[src/rtl/lgc_pkg.sv]
// Shared types, constants and color blend functions of the LED gradient crossfade unit.
// Has no dependencies; every other file of the block imports it.
package lgc_pkg;

    localparam int LED_COUNT_DEF  = 32;
    localparam int FADE_STEPS_DEF = 60;
    localparam int ORDER_DEPTH    = 64;

    localparam logic [6:0] LEN_MIN = 7'd6;
    localparam logic [6:0] LEN_MAX = 7'd64;

    localparam logic [1:0] CMD_TICK  = 2'd0;
    localparam logic [1:0] CMD_APPLY = 2'd1;
    localparam logic [1:0] CMD_ORDER = 2'd2;
    localparam logic [1:0] CMD_FLAG  = 2'd3;

    localparam logic [1:0] MODE_GRAD   = 2'd0;
    localparam logic [1:0] MODE_MIRROR = 2'd1;
    localparam logic [1:0] MODE_AVG    = 2'd2;

    localparam logic [2:0] REG_COLOR_A      = 3'd0;
    localparam logic [2:0] REG_COLOR_B      = 3'd1;
    localparam logic [2:0] REG_PATTERN_MODE = 3'd2;
    localparam logic [2:0] REG_TARGET_LEVEL = 3'd3;
    localparam logic [2:0] REG_GRADIENT_LEN = 3'd4;

    localparam logic [23:0] COLOR_A_RST = 24'hFF0000;
    localparam logic [23:0] COLOR_B_RST = 24'h0000FF;
    localparam logic [1:0]  MODE_RST    = 2'd0;
    localparam logic [7:0]  LEVEL_RST   = 8'd255;
    localparam logic [6:0]  LEN_RST     = 7'd32;

    typedef struct packed {
        logic [1:0] command;
        logic [5:0] slot;
        logic [5:0] led_index;
        logic       flag_value;
    } t_in;

    typedef struct packed {
        logic [5:0]  led;
        logic [23:0] rgb;
        logic [7:0]  level;
        logic        last;
    } t_out;

    typedef struct packed {
        logic [23:0] color_a;
        logic [23:0] color_b;
        logic [1:0]  pattern_mode;
        logic [7:0]  target_level;
        logic [6:0]  gradient_len;
    } t_cfg;

    typedef enum logic [3:0] {
        OP_TICK  = 4'b0001,
        OP_APPLY = 4'b0010,
        OP_ORDER = 4'b0100,
        OP_FLAG  = 4'b1000
    } t_op;

    typedef struct packed {
        t_op        op;
        logic [5:0] slot;
        logic [5:0] led;
        logic       flag;
    } t_job;

    typedef struct packed {
        logic       start;
        logic [7:0] num;
        logic [7:0] den;
    } t_curve_req;

    typedef struct packed {
        logic        done;
        logic [16:0] s;
    } t_curve_rsp;

    // floor((a*65536 + (b-a)*s) / 65536), s in Q0.16 with 1.0 = 65536
    function automatic logic [7:0] mix_chan(logic [7:0] a, logic [7:0] b, logic [16:0] s);
        logic signed [8:0]  d;
        logic signed [17:0] ss;
        logic signed [26:0] p;
        logic signed [26:0] v;
        d  = $signed({1'b0, b}) - $signed({1'b0, a});
        ss = $signed({1'b0, s});
        p  = d * ss;
        v  = $signed({3'b000, a, 16'h0000}) + p;
        return v[23:16];
    endfunction

    function automatic logic [23:0] mix_rgb(logic [23:0] a, logic [23:0] b, logic [16:0] s);
        return {mix_chan(a[23:16], b[23:16], s),
                mix_chan(a[15:8], b[15:8], s),
                mix_chan(a[7:0], b[7:0], s)};
    endfunction

endpackage

[src/rtl/lgc_front.sv]
// Front end of the crossfade unit: accepts requests, decodes the command, queues jobs.
// Depends on lgc_pkg.
module lgc_front #(
    parameter int LED_COUNT = lgc_pkg::LED_COUNT_DEF
) (
    input  logic          i_clk,
    input  logic          i_rst_n,
    input  logic          i_in_valid,
    output logic          o_in_stall,
    input  lgc_pkg::t_in  i_in,
    input  logic          i_hold,
    output logic          o_job_valid,
    output lgc_pkg::t_job o_job,
    input  logic          i_job_pop
);
    import lgc_pkg::*;

    localparam int         QDEPTH = 2;
    localparam logic [6:0] LC7    = 7'(LED_COUNT);

    t_job       r_q [QDEPTH];
    logic       r_wp, r_rp;
    logic [1:0] r_cnt;
    t_job       job;
    logic       keep, accept, push, pop;

    always_comb begin
        job.slot = i_in.slot;
        job.led  = i_in.led_index;
        job.flag = i_in.flag_value;
        keep     = 1'b1;
        unique case (i_in.command)
            CMD_TICK:  job.op = OP_TICK;
            CMD_APPLY: job.op = OP_APPLY;
            CMD_ORDER: job.op = OP_ORDER;
            CMD_FLAG: begin
                job.op = OP_FLAG;
                // drop flag writes for LEDs that do not exist
                keep   = ({1'b0, i_in.led_index} < LC7);
            end
            default:   job.op = OP_TICK;
        endcase
    end

    assign o_in_stall  = (r_cnt == 2'(QDEPTH)) || i_hold;
    assign accept      = i_in_valid && !o_in_stall;
    assign push        = accept && keep;
    assign o_job_valid = (r_cnt != 2'd0);
    assign o_job       = r_q[r_rp];
    assign pop         = o_job_valid && i_job_pop;

    always_ff @(posedge i_clk) begin
        if (push) begin
            r_q[r_wp] <= job;
        end
    end

    always_ff @(posedge i_clk) begin
        if (!i_rst_n) begin
            r_wp  <= 1'b0;
            r_rp  <= 1'b0;
            r_cnt <= 2'd0;
        end else begin
            if (push) begin
                r_wp <= ~r_wp;
            end
            if (pop) begin
                r_rp <= ~r_rp;
            end
            r_cnt <= r_cnt + 2'(push) - 2'(pop);
        end
    end

endmodule

[config.mk]
export PLATFORM = sky130hd
export DESIGN_NAME = lgc_front
export DESIGN_NICKNAME = d
export VERILOG_FILES = /design/src/rtl/lgc_pkg.sv /design/src/rtl/lgc_front.sv
export SDC_FILE = /design/constraint.sdc
export NUM_CORES = 1
export LEC_CHECK = 0
export BUFFER_PORTS_ARGS = -buffer_cell sky130_fd_sc_hd__buf_2
export CORE_MARGIN = 1
export CORE_UTILIZATION = 46
export DETAILED_ROUTE_END_ITERATION = 6
export GPL_ROUTABILITY_DRIVEN = 0
export PLACE_DENSITY_LB_ADDON = 0.25
export SYNTH_ARGS = -nofsm -noshare
export SYNTH_HDL_FRONTEND = slang
export SYNTH_SLANG_ARGS = --single-unit
[constraint.sdc]
create_clock -name i_clk -period 1.65 [get_ports i_clk]
set_input_delay 0.0825 -clock i_clk [delete_from_list [all_inputs] [get_ports i_clk]]
set_output_delay 0.0825 -clock i_clk [all_outputs]
set_load 0.05 [all_outputs]
== After elaboration in Yosys (flattened, before gate mapping) ==
Memories as Yosys holds them, arrays and structs flattened. A register that Yosys moved wholly into a read port is not among the register bits.
Cells that the tools add are included.
Word-level totals
  memory bits (writable): 34
  output and inout port bits: 19
  memories kept: 1
  register bits: 4
  logic and storage cells: 26
  bits of input ports: 20
Memories
  r_q: depth 2, bits a word 17, read ports 1, clocked after memory_dff 1, wr ports 1, RTL line lgc_front.sv:21  | t_job r_q [QDEPTH];
Cells by class
  equal/unequal tests: 4
  add/sub/neg operators: 2
  multiplexer cells: 6
  reductions and logical operators: 7
  order comparisons: 1
  bitwise logic cells: 2
Operator list (count)
  $pmux 4 s4: 1
  $eq 2x2->1 const B: 3
  $lt 6x6->1 const B: 1
  $mux 1: 5
  $logic_and 1x1->1: 3
  $add 2x1->2: 1
  $eq 2x1->1 const B: 1
  $logic_not 2->1: 1
  $not 1->1: 2
  $reduce_bool 2->1: 1
  $sub 2x1->2: 1
  $logic_not 1->1: 1
  $logic_or 1x1->1: 1

== Logic depth before layout (Yosys ltp) ==
  word-level depth: 7
  gate-level depth with buffers: 8
  mapped depth without buffers: 8

== Worst setup path before layout ==
OpenSTA, ideal clock, no wires.
  kind: register to register
  from: reg r_cnt[0]
  to: mem r_q[1][0] (netlist name), enable pin
  path buffers: 0
  cell stages (with the launch flop): 4
  arrival: 1.394 ns
  required time: 1.259 ns
  slack: -0.134 ns
  clock period less this slack: 1.784 ns
  library setup time: 0.391 ns
  cell sequence: dfxtp_1 nand2b_1 nand4b_2 nor2_1
On the way
  longest elaborated chain between the ends: 7
Ends and longest elaborated chain
  start: declaration: RTL line lgc_front.sv:23  | logic [1:0] r_cnt;
  start signal: assignment: RTL line lgc_front.sv:70  | r_cnt <= r_cnt + 2'(push) - 2'(pop);
  $eq 2x2->1: RTL line lgc_front.sv:45  | assign o_in_stall = (r_cnt == 2'(QDEPTH)) || i_hold;
  $logic_or 1x1->1: RTL line lgc_front.sv:45
  $logic_not 1->1: RTL line lgc_front.sv:46  | assign accept = i_in_valid && !o_in_stall;
  $logic_and 1x1->1: RTL line lgc_front.sv:46
  $logic_and 1x1->1: RTL line lgc_front.sv:47  | assign push = accept && keep;
  $mux 1: RTL line lgc_front.sv:53  | if (push) begin
  $mux 1 (not written as such): RTL line lgc_front.sv:54  | r_q[r_wp] <= job;
  end: declaration: RTL line lgc_front.sv:21
No other way between the ends.

== Worst setup path in the final report ==
  from: in i_in[6] (netlist name)
  to: reg r_cnt[1]
On the way
  longest elaborated chain between the ends: 5
Ends and longest elaborated chain
  start: declaration: RTL line lgc_front.sv:10  | input lgc_pkg::t_in i_in,
  $lt 6x6->1: RTL line lgc_front.sv:39  | keep = ({1'b0, i_in.led_index} < LC7);
  $mux 1: RTL line lgc_front.sv:32  | unique case (i_in.command)
  $logic_and 1x1->1: RTL line lgc_front.sv:47
  $add 2x1->2: RTL line lgc_front.sv:70
  $sub 2x1->2: RTL line lgc_front.sv:70
No other way between the ends.
A chain may end at the register's enable or synchronous reset.

==> impl_metrics.env <==
export IMPL_start_kind="input port"
export IMPL_slew_headroom_pct=83.25
export IMPL_syn_to_final_growth_pct=33.17
export IMPL_drt_wl_total_mm=2.443
export IMPL_cts_tree="yes"
export IMPL_start_util_pct=49.80
export IMPL_synth_fp_nets=108
export IMPL_mostFrequentLayoutCell="buf_2"
export IMPL_syn_area_mm2=0.001558
export IMPL_drive_gt1_share_pct=51.97
export IMPL_drt_initial_drc_count=25
export IMPL_grt_max_degree=12
export IMPL_die_h_um=60.19
export IMPL_worst_ep_required_time_ns=1.91
export IMPL_skew_ns=0.005902
export IMPL_wire_per_inst_um=12.46
export IMPL_finalCritPeriodShare_pct=96.47
export IMPL_synthCells=86
export IMPL_htree_levels=2
export IMPL_ant_nets=0
export IMPL_vias=899
export IMPL_fmax_mhz=628.2
export IMPL_cts_root_buffer="clkbuf_4"
export IMPL_die_area_mm2=0.003623
export IMPL_cts_buffers=5
export IMPL_ys_types=21
export IMPL_ir_drop_v=0.0007175
export IMPL_clkSinkCount=39
export IMPL_std_cell_rows=20
export IMPL_pin_count=39
export IMPL_grt_first_pass_wirelength_mm=3.567
export IMPL_min_period_ns=1.592
export IMPL_grt_overflow=0
export IMPL_setup_ws_ns=0.05826
export IMPL_worstPathMaxFanout=3
export IMPL_setup_viol=0
export IMPL_path_cells="dlygate4sd3_1 > buf_2 > nand3_2 > nand4b_4 > ha_4 > inv_1 > ha_2 > xor2_2 > and2_4 > nor3_2"
export IMPL_p_leak_uw=0.0008316
export IMPL_rsz0062_at_grt="false"
export IMPL_outcome="complete, no violations"
export IMPL_firstDrtPassIters=4
export IMPL_slowest_delay_ns=0.53
export IMPL_synth_seq_cells=39
export IMPL_dpl_worst_slack_ns=0.004476
export IMPL_dp_cells=173
export IMPL_design_area_mm2=0.002074
export IMPL_clk_pin_slew_worst_paths_ns=0.10
export IMPL_arrival_ns=1.85
export IMPL_worst_pin_slew_ns=0.2531
export IMPL_core_area_mm2=0.003128
export IMPL_place_area_mm2=0.001824
export IMPL_hold_class="in -> reg"
export IMPL_crit_slowest_cell="dlygate4sd3_1"
export IMPL_avgSynthCellArea_um2=18.11
export IMPL_final_cell_mix="buf_2, edfxtp_1, dlygate4sd3_1, mux2_4, buf_4"
export IMPL_stdcell_count=196
export IMPL_cellPowerDensity_mw_per_mm2=1409
export IMPL_worstSetupEndpointType="register"
export IMPL_drcViolationCount=0
export IMPL_cp_top_family="buffers and inverters"
export IMPL_yosysWarnings=0
export IMPL_finalHoldViolCount=0
export IMPL_die_w_um=60.19
export IMPL_grt_usage_pct=14.61
export IMPL_report_final_slew_viol_count=0
export IMPL_cts_buffer_depth=2
export IMPL_io_buffer_count=38
export IMPL_final_nets=173
export IMPL_clk_latency_ns=0.33
export IMPL_synth_seq_area_share_pct=71.97
export IMPL_antenna_found_initial=0
export IMPL_hpwl_mm=1.550
export IMPL_cap_violations=0
export IMPL_grt_pass1_vias=883
export IMPL_crit_type="in -> reg"
export IMPL_avgViaCountPerCell=4.587
export IMPL_critical_path_buf_inv_count=3
export IMPL_n_antenna_cell=0
[metal layers]
layer / up-vias / GRT usage [%] / routed length [um]
li1: 443 / - / -
met1: 424 / 14.14 / 978
met2: 26 / 25.43 / 1280
met3: 6 / 6.710 / 136
met4: 0 / 7.973 / 47
met5: - / 0 / 0
[what timing repair did]
item                                    4_1_cts  5_1_grt
pin swaps                                     0        2
hold buffers                                 14        0
setup buffers                                 0        1
endpoints found under the setup margin        1        1
hold endpoints to repair                     27        0
gates resized for setup                       1        9
[path summary, 6_finish.rpt]
kind | startpoint | endpoint | slack (ns) | cells past startpoint
max | i_in[6] | r_cnt[1]$_SDFF_PN0_ | 0.06 | 10
min | i_in[13] | r_q[0][15]$_DFFE_PP_ | 0.11 | 2
max reg2reg | r_cnt[0]$_SDFF_PN0_ | r_cnt[1]$_SDFF_PN0_ | 0.09 | 8
min reg2reg | r_wp$_SDFFE_PN0P_ | r_wp$_SDFFE_PN0P_ | 0.49 | 2
[state kept, by name, summed over array words and instances, names as in the netlist, named ones only]
name,cells
r_cnt,2
r_q,34
r_rp,1
r_wp,1
[stage by stage]
step                hold WS (ns)  total power [uW]  utilization, %  setup TNS, ns
floorplan                 0.1814              2229               -         -4.559
global placement          0.2707              2400           58.32              0
detailed placement        0.2745              2420           58.32              0
CTS                      0.07455              2875           64.40              0
global route             0.09819              3067           66.32              0
finish                    0.1103              2923           66.32              0
[power by group]
part	leakage [uW]	switching [uW]	internal, uW
Sequential	0.000354	52.8	1180
Combinational	0.000450	791	466
Clock	0.0000273	271	158
Total	0.000832	1110	1810
[cell type report]
cell class | instances | area, um2
Fill cell | 248 | 1054
Multi-Input combinational cell | 42 | 445.4
Timing Repair Buffer | 60 | 390.4
Tap cell | 44 | 55.05
Sequential cell | 39 | 1124
Inverter | 3 | 11.26
Clock buffer | 6 | 41.29
Clock inverter | 2 | 7.507
[synth_stat cells, drive strengths merged]
| master | instances | area, um2 |
|---|---|---|
| ha | 2 | 25.02 |
| nand4b | 1 | 15.01 |
| nor2 | 6 | 22.52 |
| nand3 | 1 | 5.000 |
| nor2b | 2 | 12.51 |
| mux2 | 17 | 229.0 |
| dfxtp | 5 | 100.1 |
| buf | 2 | 31.28 |
| edfxtp | 34 | 1021 |
| nand2 | 2 | 7.510 |
| and2 | 3 | 18.77 |
| xnor2 | 1 | 8.760 |
| nand2b | 2 | 12.51 |
| o21a | 1 | 7.510 |
| or2 | 1 | 6.260 |
| mux2i | 1 | 10.01 |
| nor3 | 1 | 5.000 |
| inv | 3 | 11.26 |
| xor2 | 1 | 8.760 |
[kinds of logic after synthesis]
family / synth area share, %
DFF: 71.97
AOI/OAI and AO/OA: 0.4821
xor gates and xnor gates: 1.125
muxes: 15.34
buffers and inverters: 2.731
and+or+nand+nor: 6.746
adders and majority gates: 1.606
Power figures use the tool's default switching activity.
