==> config.mk <==
export PLATFORM = sky130hd
export DESIGN_NAME = lgc_curve
export DESIGN_NICKNAME = d
export VERILOG_FILES = /design/src/rtl/lgc_pkg.sv /design/src/rtl/lgc_curve.sv
export SDC_FILE = /design/constraint.sdc
export NUM_CORES = 1
export LEC_CHECK = 0
export ABC_AREA = 1
export BUFFER_PORTS_ARGS = -buffer_cell sky130_fd_sc_hd__buf_4
export CAP_MARGIN = 0
export CORE_ASPECT_RATIO = 1.4
export CORE_MARGIN = 2
export CORE_UTILIZATION = 34
export DETAILED_ROUTE_END_ITERATION = 10
export PLACE_DENSITY = 0.57
export SLEW_MARGIN = 20
export SYNTH_ARGS = -nofsm -noshare
export SYNTH_HDL_FRONTEND = slang
export SYNTH_SLANG_ARGS = --single-unit
==> constraint.sdc <==
create_clock -name i_clk -period 11.16 [get_ports i_clk]
set_clock_uncertainty 0.2 [all_clocks]
set_input_delay 0.558 -clock i_clk [delete_from_list [all_inputs] [get_ports i_clk]]
set_output_delay 0.558 -clock i_clk [all_outputs]
set_load 0.01 [all_outputs]
==> src/rtl/lgc_pkg.sv <==
// Shared types, constants and color blend functions of the LED gradient crossfade unit.
// Has no dependencies; every other file of the block imports it.
package lgc_pkg;

    localparam int LED_COUNT_DEF  = 32;
    localparam int FADE_STEPS_DEF = 60;
    localparam int ORDER_DEPTH    = 64;

    localparam logic [6:0] LEN_MIN = 7'd6;
    localparam logic [6:0] LEN_MAX = 7'd64;

    localparam logic [1:0] CMD_TICK  = 2'd0;
    localparam logic [1:0] CMD_APPLY = 2'd1;
    localparam logic [1:0] CMD_ORDER = 2'd2;
    localparam logic [1:0] CMD_FLAG  = 2'd3;

    localparam logic [1:0] MODE_GRAD   = 2'd0;
    localparam logic [1:0] MODE_MIRROR = 2'd1;
    localparam logic [1:0] MODE_AVG    = 2'd2;

    localparam logic [2:0] REG_COLOR_A      = 3'd0;
    localparam logic [2:0] REG_COLOR_B      = 3'd1;
    localparam logic [2:0] REG_PATTERN_MODE = 3'd2;
    localparam logic [2:0] REG_TARGET_LEVEL = 3'd3;
    localparam logic [2:0] REG_GRADIENT_LEN = 3'd4;

    localparam logic [23:0] COLOR_A_RST = 24'hFF0000;
    localparam logic [23:0] COLOR_B_RST = 24'h0000FF;
    localparam logic [1:0]  MODE_RST    = 2'd0;
    localparam logic [7:0]  LEVEL_RST   = 8'd255;
    localparam logic [6:0]  LEN_RST     = 7'd32;

    typedef struct packed {
        logic [1:0] command;
        logic [5:0] slot;
        logic [5:0] led_index;
        logic       flag_value;
    } t_in;

    typedef struct packed {
        logic [5:0]  led;
        logic [23:0] rgb;
        logic [7:0]  level;
        logic        last;
    } t_out;

    typedef struct packed {
        logic [23:0] color_a;
        logic [23:0] color_b;
        logic [1:0]  pattern_mode;
        logic [7:0]  target_level;
        logic [6:0]  gradient_len;
    } t_cfg;

    typedef enum logic [3:0] {
        OP_TICK  = 4'b0001,
        OP_APPLY = 4'b0010,
        OP_ORDER = 4'b0100,
        OP_FLAG  = 4'b1000
    } t_op;

    typedef struct packed {
        t_op        op;
        logic [5:0] slot;
        logic [5:0] led;
        logic       flag;
    } t_job;

    typedef struct packed {
        logic       start;
        logic [7:0] num;
        logic [7:0] den;
    } t_curve_req;

    typedef struct packed {
        logic        done;
        logic [16:0] s;
    } t_curve_rsp;

    // floor((a*65536 + (b-a)*s) / 65536), s in Q0.16 with 1.0 = 65536
    function automatic logic [7:0] mix_chan(logic [7:0] a, logic [7:0] b, logic [16:0] s);
        logic signed [8:0]  d;
        logic signed [17:0] ss;
        logic signed [26:0] p;
        logic signed [26:0] v;
        d  = $signed({1'b0, b}) - $signed({1'b0, a});
        ss = $signed({1'b0, s});
        p  = d * ss;
        v  = $signed({3'b000, a, 16'h0000}) + p;
        return v[23:16];
    endfunction

    function automatic logic [23:0] mix_rgb(logic [23:0] a, logic [23:0] b, logic [16:0] s);
        return {mix_chan(a[23:16], b[23:16], s),
                mix_chan(a[15:8], b[15:8], s),
                mix_chan(a[7:0], b[7:0], s)};
    endfunction

endpackage

==> src/rtl/lgc_curve.sv <==
// Easing unit: Q0.16 fraction num/den by restoring division, then smoothstep.
// Depends on lgc_pkg; one shared 17x18 multiplier.
module lgc_curve (
    input  logic                i_clk,
    input  logic                i_rst_n,
    input  lgc_pkg::t_curve_req i_req,
    output lgc_pkg::t_curve_rsp o_rsp
);
    import lgc_pkg::*;

    localparam logic [4:0]  DIV_LAST = 5'd23;
    localparam logic [17:0] THREE_Q16 = 18'd196608;

    typedef enum logic [5:0] {
        C_IDLE = 6'b000001,
        C_DIV  = 6'b000010,
        C_SQ   = 6'b000100,
        C_LO   = 6'b001000,
        C_HI   = 6'b010000,
        C_FIN  = 6'b100000
    } t_cstate;

    t_cstate     r_state;
    logic [23:0] r_quo;
    logic [7:0]  r_rem;
    logic [7:0]  r_den;
    logic [4:0]  r_cnt;
    logic        r_zero;
    logic [16:0] r_t;
    logic [33:0] r_t2;
    logic [34:0] r_plo, r_phi;
    logic [16:0] r_s;
    logic        r_done;

    logic [8:0]  rem_sh, rem_diff;
    logic        ge;
    logic [16:0] t_val;
    logic [17:0] k;
    logic [16:0] mul_a;
    logic [17:0] mul_b;
    logic [34:0] prod;
    logic [52:0] sum;

    always_comb begin
        rem_sh   = {r_rem, r_quo[23]};
        rem_diff = rem_sh - {1'b0, r_den};
        ge       = (rem_sh >= {1'b0, r_den});
        t_val    = r_zero ? 17'h10000 : r_quo[16:0];
        k        = THREE_Q16 - {r_t, 1'b0};
        unique case (r_state)
            C_SQ: begin
                mul_a = t_val;
                mul_b = {1'b0, t_val};
            end
            C_LO: begin
                mul_a = r_t2[16:0];
                mul_b = k;
            end
            default: begin
                mul_a = r_t2[33:17];
                mul_b = k;
            end
        endcase
        prod = mul_a * mul_b;
        sum  = {1'b0, r_phi, 17'h00000} + {18'h00000, r_plo};
    end

    always_ff @(posedge i_clk) begin
        if (!i_rst_n) begin
            r_state <= C_IDLE;
            r_done  <= 1'b0;
        end else begin
            r_done <= 1'b0;
            unique case (r_state)
                C_IDLE: begin
                    if (i_req.start) begin
                        r_zero  <= (i_req.den == 8'd0);
                        r_quo   <= {i_req.num, 16'h0000};
                        r_rem   <= 8'd0;
                        r_den   <= i_req.den;
                        r_cnt   <= 5'd0;
                        r_state <= (i_req.den == 8'd0) ? C_SQ : C_DIV;
                    end
                end
                C_DIV: begin
                    r_rem <= ge ? rem_diff[7:0] : rem_sh[7:0];
                    r_quo <= {r_quo[22:0], ge};
                    r_cnt <= r_cnt + 5'd1;
                    if (r_cnt == DIV_LAST) begin
                        r_state <= C_SQ;
                    end
                end
                C_SQ: begin
                    r_t     <= t_val;
                    r_t2    <= prod[33:0];
                    r_state <= C_LO;
                end
                C_LO: begin
                    r_plo   <= prod;
                    r_state <= C_HI;
                end
                C_HI: begin
                    r_phi   <= prod;
                    r_state <= C_FIN;
                end
                C_FIN: begin
                    r_s     <= sum[48:32];
                    r_done  <= 1'b1;
                    r_state <= C_IDLE;
                end
                default: r_state <= C_IDLE;
            endcase
        end
    end

    assign o_rsp.done = r_done;
    assign o_rsp.s    = r_s;

endmodule

# --- Word-level counts from Yosys, hierarchy flattened ---
# Index checks and enable logic that the tools add are counted.
totals:
  reg_bits: 188
  input_bits: 19
  output_inout_bits: 18
  wordCells: 51
op_classes:
  addsub: 4
  multipliers: 1
  magnitude_cmp: 1
  n_eq_ne: 9
  n_mux: 15
  n_reduce_logical: 9
ops:
  columns: ["op", "n"]
  rows:
  - ["$add A49 B35 Y49", 1]
  - ["$pmux W24 S2", 1]
  - ["$mul A17 B18 Y35", 1]
  - ["$pmux W17 S2", 1]
  - ["$pmux W6 S5", 1]
  - ["$mux W24", 1]
  - ["$mux W18", 1]
  - ["$sub A18 B18 Y18 const A", 1]
  - ["$mux W17", 1]
  - ["$mux W8", 2]
  - ["$pmux W8 S2", 1]
  - ["$mux W6", 2]
  - ["$pmux W5 S2", 1]
  - ["$reduce_and A2 Y1", 5]
  - ["$ge A9 B8 Y1", 1]
  - ["$logic_not A8 Y1", 1]
  - ["$sub A8 B8 Y8", 1]
  - ["$eq A6 B1 Y1 const B", 1]
  - ["$eq A6 B2 Y1 const B", 1]
  - ["$eq A6 B3 Y1 const B", 1]
  - ["$eq A6 B4 Y1 const B", 1]
  - ["$eq A6 B5 Y1 const B", 1]
  - ["$eq A6 B6 Y1 const B", 1]
  - ["$reduce_and A3 Y1", 2]
  - ["other kinds (7)", 8]

# --- Longest topological paths before layout ---
logic_depth:
  depth_word: 4
  depth_mapped: 34
  mapped_depth_nobuf: 33

# --- Worst setup path before layout ---
# Ideal clock, no wire load.
synth_timing:
  path_kind: "register to register"
  from: "register r_t[0]"
  to: "register r_phi[31], data pin"
  setup_time_ns: 0.261
  t_arrival_ns: 5.804
  slack_ns: 4.895
  path_stages_with_launch: 29
  n_path_buf: 1
  path_cell_list: "edfxtp_1 inv_1 ha_1 nand3_1 nor3_2 nand2_1 nand2_1 nand3_1 nand2_1 buf_2 nand2_1 fa_1 inv_1 fa_1 fa_1 fa_1 fa_1 inv_1 fa_1 inv_1 ha_1 nand2_1 inv_1 a21oi_1 nand2_1 a21oi_1 nand2_1 nand2_1 nand2_1"
synth_between:
  elab_chain_len: 3
synth_lines:
  columns: ["item", "line_no", "source"]
  rows:
  - ["from (decl)", "lgc_curve.sv:29", "logic [16:0] r_t;"]
  - ["from (signal assigned)", "lgc_curve.sv:94", "r_t <= t_val;"]
  - ["$sub A18 B18 Y18", "lgc_curve.sv:49", "k = THREE_Q16 - {r_t, 1'b0};"]
  - ["$mux W18", "lgc_curve.sv:50", "unique case (r_state)"]
  - ["$mul A17 B18 Y35", "lgc_curve.sv:64", "prod = mul_a * mul_b;"]
  - ["named net prod[31]", "lgc_curve.sv:41", "logic [34:0] prod;"]
  - ["to (signal assigned)", "lgc_curve.sv:103", "r_phi <= prod;"]
  - ["to (decl)", "lgc_curve.sv:31", "logic [34:0] r_plo, r_phi;"]
# The timed path passes the listed nets, and every way through them passes these cells.
# A chain may end at the register's enable or synchronous reset.

# --- Worst setup path in the final report ---
layout_timing:
  from: "register r_state[0]"
  to: "register r_t2[20], data pin"
layout_between:
  elab_chain_len: 3
  elab_cells_between_ends: 5
  cone_classes: "mul: 1; eq/ne: 2; mux: 2"
layout_lines:
  columns: ["item", "line_no", "source"]
  rows:
  - ["from (decl)", "lgc_curve.sv:23", "t_cstate r_state;"]
  - ["from (signal assigned)", "lgc_curve.sv:82", "r_state <= (i_req.den == 8'd0) ? C_SQ : C_DIV;"]
  - ["$eq A6 B4 Y1 or $eq A6 B3 Y1 (tied branches)", "lgc_curve.sv:50", null]
  - ["$pmux W17 S2 or $mux W18 (tied branches)", "lgc_curve.sv:50", null]
  - ["$mul A17 B18 Y35 *", "lgc_curve.sv:64", null]
  - ["named net prod[20]", "lgc_curve.sv:41", null]
  - ["to (signal assigned)", "lgc_curve.sv:95", "r_t2 <= prod[33:0];"]
  - ["to (decl)", "lgc_curve.sv:30", "logic [33:0] r_t2;"]
# The timed path passes the listed nets; every way through them passes the cells marked *.

==> flow_metrics.env <==
export IMPL_share_of_synthesized_area_occupied_by_flip_flops_and_latches=0.260
export IMPL_clkPwrFrac=0.306
export IMPL_cp_required_ns=11.10
export IMPL_cts_root_buf="clkbuf_16"
export IMPL_first_global_vias=17100
export IMPL_net_switching_power_w=0.000762
export IMPL_power_per_cell_area_mw_per_mm2=99.5
export IMPL_max_cap_violations=0
export IMPL_vdd_ir_drop_max_v=0.0000981
export IMPL_placeableCoreArea_mm2=0.0566
export IMPL_portBuffers=36
export IMPL_min_path_type="in -> reg"
export IMPL_synth_simple_area_share=0.238
export IMPL_clk_transition_reported_paths_ns=0.07
export IMPL_drt_initial_drc_count=911
export IMPL_design_portCount=37
export IMPL_dominant_combinational_cell_family_by_area_after_synthesis="adder cells"
export IMPL_drive_above_1_share=0.0536
export IMPL_synth_mux_area_fraction=0
export IMPL_grt_setup_unrepaired="false"
export IMPL_routed_via_density=4.86
export IMPL_routedWlPerCell_um=18.6
export IMPL_worst_slew_pin_slew_ns=0.848
export IMPL_setup_viol_count_final=0
export IMPL_report_final_slew_viol_count=0
export IMPL_cts_repair_timing_setup_buffer_count=0
export IMPL_asyncSetResetFlopFracSynth=0
export IMPL_die_height_um=287
export IMPL_crit_slowest_cell="fa_1"
export IMPL_r2r_setup_slack_ns=2.63
export IMPL_internal_power_w=0.00134
export IMPL_layout_nets=2865
export IMPL_synthesis_area_per_instance_um2=7.97
export IMPL_maxClockFrequency_ghz=0.117
export IMPL_number_of_search_and_repair_iterations_in_the_first_detailed_routing_pass=5
export IMPL_total_via_count_in_the_routed_design=15600
export IMPL_worst_slew_margin_rel=0.433
export IMPL_cts_path_max_buffers=2
export IMPL_synthesis_area_mm2=0.0195
export IMPL_hold_end="r_den[6]"
export IMPL_first_pass_grt_wire_length_um=93400
export IMPL_antenna_left=0
export IMPL_post_synth_top_area_fraction=0.253
export IMPL_crit_path_start_kind="flop"
export IMPL_adder_and_majority_cell_fraction_of_the_synthesized_area=0.334
export IMPL_tritoncts_num_sinks=171
export IMPL_cts_tree="built"
export IMPL_drc=0
export IMPL_die_width_um=206
export IMPL_grt_start_max_net_pins=52
export IMPL_post_synth_xor_area_fraction=0.0121
export IMPL_tns_ns=0
export IMPL_cp_top_family="adder cells"
export IMPL_crit_path_end_kind="flop"
export IMPL_type_of_the_worst_setup_path="reg -> reg"
export IMPL_power_switching_fraction=0.362
export IMPL_worstPathBufferInverterCount=7
export IMPL_number_of_antenna_violations_at_the_first_check_in_global_routing=0
export IMPL_diodes=0
export IMPL_worstPathMaxFanout=19
export IMPL_yosysWarnings=0
export IMPL_track_usage=0.210
export IMPL_synth_seq_cells=171
export IMPL_hold_path_cell_count=1
export IMPL_holdCritStartpoint="i_req[6]"
export IMPL_crit_share_post_route=0.764
export IMPL_share_comb_of_total_power=0.325
export IMPL_cts_repair_resize_count=0
export IMPL_numCtsBuffers=17
export IMPL_finalCriticalPeriod_ns=8.53
export IMPL_reg2regPathDepth=25
export IMPL_rr_startpoint="r_state[0]"
export IMPL_ys_top_cells_by_count="689 x nand2_1, 583 x inv_1, 273 x nor2_1"
export IMPL_post_synth_edffs=164
export IMPL_yosysTopAreaCell="edfxtp_1"
export IMPL_htree_levels=4
export IMPL_dp_cells=3186
export IMPL_synth_compound_gate_area_share=0.0281
export IMPL_slowest_delay_ns=0.60
export IMPL_routabilityCongestion=0.959
export IMPL_synth_top_cells_by_area="edfxtp_1 25%, fa_1 25%, nand2_1 13%, inv_1 11%, ha_1 8.7%"
export IMPL_std_cell_rows=103
export IMPL_share_seq_of_total_power=0.369
export IMPL_rr_endpoint="r_t2[20]"
export IMPL_outcome="finished clean"
export IMPL_synthCells=2445
export IMPL_clk_insertion_delay_late_ns=0.45
export IMPL_arrival_ns=8.47
export IMPL_ys_flop_type="edfxtp_1"
export IMPL_area_growth_synth_to_final_pct=8.63
export IMPL_die_area_mm2=0.0593
export IMPL_mappedNetlistNets=2840
export IMPL_post_synth_top_count_cell="nand2_1"
export IMPL_final_hpwl_from_detailed_placement_um=49600
export IMPL_static_leakage_power_nw=11.0
export IMPL_start_util=0.344
export IMPL_cts_hold_buffers_added=0
export IMPL_overflow=0
export IMPL_instances_no_fill=3218
export IMPL_report_final_hold_viol_count=0
export IMPL_detail_route_wirelength_um=59700
export IMPL_yosysUniqueCellTypes=40
==> cells in the final DEF, fill, tap and decap left out, types with 5 or more instances in the layout <==
master,synthesis,routed
nor2_1,273,271
nand4_1,19,19
nor2_4,6,7
buf_4,6,49
nand3_2,5,5
inv_2,12,12
o21ai_2,5,5
fa_1,240,240
dfxtp_1,7,7
inv_1,583,583
xor2_1,20,20
nand2_1,689,689
o21ai_0,14,14
inv_6,0,5
o21bai_1,5,5
nand2_2,7,7
clkbuf_16,0,17
nor3_1,10,10
nand3_1,97,97
edfxtp_1,164,164
a21oi_1,69,68
nand3b_1,8,8
xnor2_1,7,7
ha_1,136,136
nor2_2,7,8
==> kinds of logic after synthesis <==
group / after synthesis
xor gates and xnor gates: 27
AOI/OAI and AO/OA: 99
buffers and inverters: 639
DFF: 171
and+or+nand+nor: 1133
adders and majority gates: 376
==> per-layer routing <==
metal | global-route usage | share of wire | vias to the layer above
li1 | - | - | 7365
met1 | 0.217 | 0.36 | 7655
met2 | 0.399 | 0.53 | 448
met3 | 0.0247 | 0.038 | 180
met4 | 0.125 | 0.067 | 0
met5 | 0 | 0 | -
==> power groups by stage <==
stage / combinational (W) / clock (W) / sequential [W]
2_1_floorplan: 0.000435 / 0 / 0.000789
3_3_place_gp: 0.000678 / 0 / 0.000791
3_5_place_dp: 0.000684 / 0 / 0.000791
4_1_cts: 0.000687 / 0.000656 / 0.000777
5_1_grt: 0.000768 / 0.000676 / 0.000778
6_report: 0.000686 / 0.000644 / 0.000777
==> stage by stage <==
stage | cell area, µm² | setup WS [ns] | utilization | hold slack (ns) | power, W
final | 21200 | 2.63 | 0.374 | 0.106 | 0.00211
after global routing | 21200 | 2.39 | 0.374 | 0.0870 | 0.00222
after CTS | 21200 | 2.70 | 0.374 | 0.0871 | 0.00212
after detailed placement | 20500 | 2.75 | 0.363 | 0.315 | 0.00148
after global placement | 20500 | 2.69 | 0.363 | 0.298 | 0.00147
after floorplan | 19500 | 4.90 | - | 0.287 | 0.00122
==> state kept, by name (all words and copies together), names as in the netlist <==
signal   cells
r_den        8
r_state      6
r_plo       18
r_t         17
r_rem        8
r_t2        34
r_phi       32
r_done       1
r_cnt        5
r_quo       24
r_s         17
r_zero       1
==> worst max path at each step <==
stage               start   endpoint  slack [ns]  depth (start not counted)
6_report       r_state[0]   r_t2[20]        2.63                         25
5_1_grt        r_state[5]   r_t2[20]        2.39                         25
4_1_cts        r_state[0]   r_t2[20]        2.70                         25
3_5_place_dp   r_state[0]  r_plo[20]        2.75                         25
3_3_place_gp   r_state[0]  r_plo[20]        2.69                         25
2_1_floorplan      r_t[0]  r_phi[31]        4.90                         28
==> cell type report <==
cell class | count | area (µm²)
fillers | 5847 | 35400
multi-input cells | 1635 | 11900
flip-flops and latches | 171 | 5060
inverters | 596 | 2240
well taps | 735 | 920
clock buffers | 18 | 429
repair buffers | 49 | 368
clock inverters | 14 | 198
Power figures use the tool's default switching activity.
